<file path="src/mvt_pkg.sv">
// ----------------------------------------------------------------------------
// mvt_pkg - shared types and constants for the 4x4 matrix vector transform
// Fixed-point format, operation codes and derived datapath widths.
// ----------------------------------------------------------------------------
package mvt_pkg;

	localparam int FRAC_BITS = 16;
	localparam int DATA_W    = 32;

	// Product and accumulation widths
	localparam int PROD_W = 2 * DATA_W;
	localparam int PAIR_W = PROD_W + 1;
	localparam int SUM_W  = PROD_W + 3;

	// Small-vector test: a component of magnitude 2^(FRAC_BITS-1) or more
	// already squares past the limit, so only narrow magnitudes are squared.
	localparam int SQ_MAG_W = FRAC_BITS - 1;
	localparam int SQ_W     = 2 * SQ_MAG_W;
	localparam int SQ_SUM_W = SQ_W + 2;
	localparam logic [63:0] SMALL_LIMIT = ((64'd1 << (2 * FRAC_BITS)) + 64'd9) / 64'd10;

	typedef logic signed [DATA_W-1:0] word_t;
	typedef word_t quad_t [4];

	typedef enum logic [1:0] {
		OP_WRITE  = 2'd0,
		OP_XFORM4 = 2'd1,
		OP_XFORM3 = 2'd2
	} op_t;

	localparam word_t ONE_Q    = {{(DATA_W-FRAC_BITS-1){1'b0}}, 1'b1, {FRAC_BITS{1'b0}}};
	localparam word_t WORD_MAX = {1'b0, {(DATA_W-1){1'b1}}};
	localparam word_t WORD_MIN = {1'b1, {(DATA_W-1){1'b0}}};

	localparam logic signed [SUM_W-1:0] ROUND_BIAS =
		{{(SUM_W-FRAC_BITS){1'b0}}, 1'b1, {(FRAC_BITS-1){1'b0}}};

endpackage

</file>
<file path="src/mvt_norm.sv">
// ----------------------------------------------------------------------------
// mvt_norm - small-vector detector
// Flags x*x + y*y + z*z below 0.1; the squares are registered, then the flag.
// ----------------------------------------------------------------------------
module mvt_norm (
	input  logic           clk,
	input  logic           adv,
	input  mvt_pkg::word_t vx,
	input  mvt_pkg::word_t vy,
	input  mvt_pkg::word_t vz,
	output logic           small_s2
);
	import mvt_pkg::*;

	word_t                comp [3];
	word_t                neg  [3];
	logic                 fits [3];
	logic [SQ_MAG_W-1:0]  mag  [3];
	logic [DATA_W-SQ_MAG_W-1:0] hi [3];

	logic [SQ_W-1:0]      sq_s1   [3];
	logic                 fits_s1 [3];
	logic [SQ_SUM_W-1:0]  sq_sum;

	assign comp[0] = vx;
	assign comp[1] = vy;
	assign comp[2] = vz;

	always_comb begin
		for (int i = 0; i < 3; i++) begin
			neg[i]  = -comp[i];
			hi[i]   = comp[i][DATA_W-1:SQ_MAG_W];
			fits[i] = (hi[i] == '0) || (hi[i] == '1 && comp[i][SQ_MAG_W-1:0] != '0);
			mag[i]  = comp[i][DATA_W-1] ? neg[i][SQ_MAG_W-1:0] : comp[i][SQ_MAG_W-1:0];
		end
	end

	assign sq_sum = SQ_SUM_W'(sq_s1[0]) + SQ_SUM_W'(sq_s1[1]) + SQ_SUM_W'(sq_s1[2]);

	always_ff @(posedge clk) begin
		if (adv) begin
			for (int i = 0; i < 3; i++) begin
				sq_s1[i]   <= mag[i] * mag[i];
				fits_s1[i] <= fits[i];
			end
			small_s2 <= fits_s1[0] && fits_s1[1] && fits_s1[2] &&
				(64'(sq_sum) < SMALL_LIMIT);
		end
	end

endmodule

</file>
<file path="config.mk">
export PLATFORM = sky130hd
export DESIGN_NAME = mvt_norm
export DESIGN_NICKNAME = d
export VERILOG_FILES = /design/src/mvt_pkg.sv /design/src/mvt_norm.sv
export SDC_FILE = /design/constraint.sdc
export NUM_CORES = 1
export LEC_CHECK = 0
export BUFFER_PORTS_ARGS = -buffer_cell sky130_fd_sc_hd__buf_2
export CAP_MARGIN = 20
export CORE_UTILIZATION = 28
export DETAILED_ROUTE_END_ITERATION = 7
export GPL_TIMING_DRIVEN = 0
export RECOVER_POWER = 25
export SLEW_MARGIN = 10
export SYNTH_ARGS = -nofsm -noshare
export SYNTH_HDL_FRONTEND = slang
export SYNTH_SLANG_ARGS = --single-unit
</file>
<file path="constraint.sdc">
create_clock -name clk -period 11.6 [get_ports clk]
set_clock_uncertainty 0.05 [all_clocks]
set_input_delay 1.16 -clock clk [delete_from_list [all_inputs] [get_ports clk]]
set_output_delay 1.16 -clock clk [all_outputs]
set_load 0.1 [all_outputs]
</file>
* Yosys cells after proc, flatten, opt, wreduce, memory -nomap -nowiden
Memories as Yosys holds them, arrays and structs flattened. Cells that the tools add are included. W data, S select, Z words.
Storage, ports and cells: flip-flop bits (word level) 1, bits in latches 0, bits in writable memories 93, memory bits (read-only) 0, bits of input ports 98, output and inout port bits 1, memories 2
Cells by class: $add $sub $neg 5, $mul 3, div/mod/pow operators 0, magnitude comparators 1, equal/unequal tests 3, shift operators 0, muxes and demuxes 5, bitwise logic cells 0, reduce and logical (&&, ||, !) cells 15
Memories:
- sq_s1 | words 3, width 30, rd ports 3, clocked after memory_dff 0, write ports 3, RTL line mvt_norm.sv:21 | logic [SQ_W-1:0] sq_s1 [3];
- fits_s1 | words 3, width 1, rd ports 3, clocked after memory_dff 0, write ports 3, RTL line mvt_norm.sv:22 | logic fits_s1 [3];
Operators with widths (number):
- $mul A15 B15 Y30 | 3
- $eq A17 B17 Y1 const B | 3
- $logic_not A17 Y1 | 3
- $mux W15 | 3
- $neg A15 Y15 | 3
- $reduce_bool A15 Y1 | 3
- $add A31 B30 Y32 | 1
- $lt A32 B29 Y1 const B | 1
- $add A30 B30 Y31 | 1
- $logic_and A1 B1 Y1 | 6
- $logic_or A1 B1 Y1 | 3
- $mux W1 | 2

* Depth between registers and ports, before layout
depth after elaboration 4, depth in mapped cells 32

* Worst setup path before layout
Ideal clock, no wire load.
kind input to register, start in vy[0], end mem sq_s1[0][59] (netlist bit), data pin, arrival 8.238 ns, required time 11.290 ns, slack 3.052 ns, stages 29, cells stage by stage clkbuf_1 -> nor3_1 -> nand2_1 -> or3_1 -> or4_1 -> o21ai_0 -> xor2_1 -> nor2_1 -> fa_1 -> inv_1 -> fa_1 -> inv_1 -> fa_1 -> fa_1 -> fa_1 -> inv_1 -> fa_1 -> inv_1 -> ha_1 -> a21o_1 -> a21o_1 -> a211oi_1 -> o21ai_0 -> a21o_1 -> a221oi_1 -> a21oi_1 -> a31o_2 -> a21oi_1 -> xnor2_1
RTL lines:
- start: declaration | RTL line mvt_norm.sv:9 | input mvt_pkg::word_t vy,
- end: declaration | RTL line mvt_norm.sv:21

==> impl_metrics.env <==
export IMPL_drt_first_pass_iters=5
export IMPL_cts_resized=0
export IMPL_drive_gt1_frac=0.0592
export IMPL_max_freq_mhz=99.7
export IMPL_cts_setup_buffers=0
export IMPL_antenna_found_initial=1
export IMPL_cts_clk_slew_worst_paths_ps=70
export IMPL_hpwl_um=47300
export IMPL_period_share=0.865
export IMPL_fp_row_count=106
export IMPL_post_place_ws_ps=1280
export IMPL_num_vias=17100
export IMPL_wl_um=53900
export IMPL_cts_made_buffers=9
export IMPL_final_cell_mix="inv_1 (575), fa_1 (434), ha_1 (299), nand2_1 (220), nor2_1 (211)"
export IMPL_io_pins=99
export IMPL_layout_cells_most_common="inv_1"
export IMPL_cp_required_ps=11650
export IMPL_ys_types=84
export IMPL_nFillCells=8851
export IMPL_slowest_stage="xor2_1"
export IMPL_multi_input_area_um2=18700
export IMPL_finalSetupTns_ps=0
export IMPL_layout_nets=3461
export IMPL_yosys_top_cells_area="fa_1 (37%), ha_1 (16%), edfxtp_1 (12%)"
export IMPL_routed_via_density=4.53
export IMPL_cts_max_level=3
export IMPL_portBuffers=95
export IMPL_die_area_um2=85900
export IMPL_rsz0062_at_grt="no"
export IMPL_max_slew_margin_rel=-0.761
export IMPL_ant_nets=0
export IMPL_die_width_um=293
export IMPL_whs_path_depth=3
export IMPL_worstPathMaxFanout=10
export IMPL_area_growth_synth_to_final_pct=9.59
export IMPL_clk_insertion_delay_late_ps=360
export IMPL_synth_edf_count=91
export IMPL_outcome="finished with violations"
export IMPL_netlist_area_leader_share=0.366
export IMPL_ys_seq_elements=91
export IMPL_cts_tree="done"
export IMPL_crit_path_start_kind="input pin"
export IMPL_layout_setup_ws_ps=1570
export IMPL_slowest_delay_ps=740
export IMPL_maxSlewViolCount=47
export IMPL_ys_flop_type="edfxtp_1"
export IMPL_fin_util=0.310
export IMPL_die_height_um=293
export IMPL_violations="capacitance limit, slew limit"
export IMPL_arrival_ps=10080
export IMPL_async_flop_share=0
export IMPL_antenna_diode_count=0
export IMPL_grt_pass1_vias=18000
export IMPL_clk_path_buf_depth=2
export IMPL_hold_class="flip-flop to flip-flop"
export IMPL_drt_iter0_drc=852
export IMPL_end_kind="flip-flop"
export IMPL_track_usage=0.132
export IMPL_path_class="input pin to flip-flop"
export IMPL_final_hold_viol_count=0
export IMPL_core_um2=83800
export IMPL_wl_met2_um=25800
export IMPL_grt_max_degree=48
export IMPL_worst_pin_slew_ps=2640
export IMPL_synthesis_area_um2=23700
export IMPL_synthCells=2513
export IMPL_highest_layer="met4"
export IMPL_avgSynthCellArea_um2=9.45
export IMPL_cts_root_buffer="clkbuf_16"
export IMPL_drt_met1_wl_um=24700
export IMPL_clock_sinks=91
export IMPL_setup_viol=0
export IMPL_start_util=0.283
export IMPL_cts_hold_buf=0
export IMPL_yosys_area_top_type="fa_1"
export IMPL_rrSetupSlack_ps=7090
export IMPL_synth_seq_area_share=0.115
export IMPL_drc_errors=0
export IMPL_wl_per_cell_um=14.3
export IMPL_place_gp_congestion=0.877
export IMPL_overflow=0
export IMPL_grt_pass1_wl_um=91000
export IMPL_ff_latch_area_um2=2730
export IMPL_synth_warnings=0
export IMPL_maxCapViolCount=1
export IMPL_finalCriticalPeriod_ps=10030
export IMPL_rr_worst_depth=13
export IMPL_wl_met3_um=2640
-- flip-flops by register name, summed over array words and instances, names as in the netlist --
register  flops
fits_s1       3
small_s2      1
sq_s1        87
-- logic make-up after synthesis --
group	after synthesis	share of synthesized area
fa+ha+maj	733	0.524
simple gates	587	0.109
flops	91	0.115
other cells	2	0.000316
compound gates	308	0.0880
mux	6	0.00274
xor+xnor	163	0.0619
buf+inv	623	0.0989
-- layer usage --
layer | track usage | vias up
met5 | 0 | -
met4 | 0.0239 | 0
met3 | 0.0178 | 44
met2 | 0.223 | 360
met1 | 0.180 | 8460
li1 | - | 8192
-- path summary, 6_finish.rpt --
kind | endpoint | start
worst max register to register | small_s2$_DFFE_PP_ | sq_s1[0][69]$_DFFE_PP_
worst min-delay path | small_s2$_DFFE_PP_ | fits_s1[0][2]$_DFFE_PP_
worst min register to register | small_s2$_DFFE_PP_ | fits_s1[0][2]$_DFFE_PP_
worst max-delay path | sq_s1[0][26]$_DFFE_PP_ | vx[0]
-- cells in the mapped netlist, drive strengths merged, types with 4 or more instances --
master,count
and3,11
edfxtp,91
a211oi,19
ha,299
mux2,4
nand3,22
a21o,48
nor2b,14
or2,4
and4,5
o21bai,15
clkbuf,28
o41ai,11
o21ai,52
nor2,213
inv,578
nand2,220
nor4,14
xor2,63
nor3,20
nand4,11
xnor2,100
a31o,4
or3,15
and2,10
o31ai,16
o21a,16
nand2b,16
buf,6
a31oi,6
or4,5
a21oi,80
clkinv,11
fa,434
o211ai,5
-- per-stage QoR --
step,cells,hold WS [ps],instance area [um2]
3_5_place_dp,3749,936,25700
5_1_grt,3768,1000,26000
6_report,3768,941,26000
4_1_cts,3764,942,26000
3_3_place_gp,3743,955,25600
2_1_floorplan,2514,775,23700
-- critical path: cells and delay by family --
| kind | cells | cell delay (ps) |
|---|---|---|
| and+or+nand+nor | 5 | 940 |
| adders and majority gates | 8 | 3650 |
| xor gates and xnor gates | 2 | 920 |
| AOI/OAI and AO/OA | 6 | 1420 |
| buffers and inverters | 9 | 1970 |
-- final cells by class --
type | instances | share of cell area
multi-input combinational | 1800 | 0.717
sequential | 91 | 0.105
inverter | 589 | 0.0850
tap | 1134 | 0.0545
timing repair buffer | 105 | 0.0214
clock buffer | 9 | 0.00866
buffer | 34 | 0.00529
clock inverter | 6 | 0.00279
Power is not shown: default switching activity piles up to over one toggle a cycle in this logic, so the estimate is an artifact.
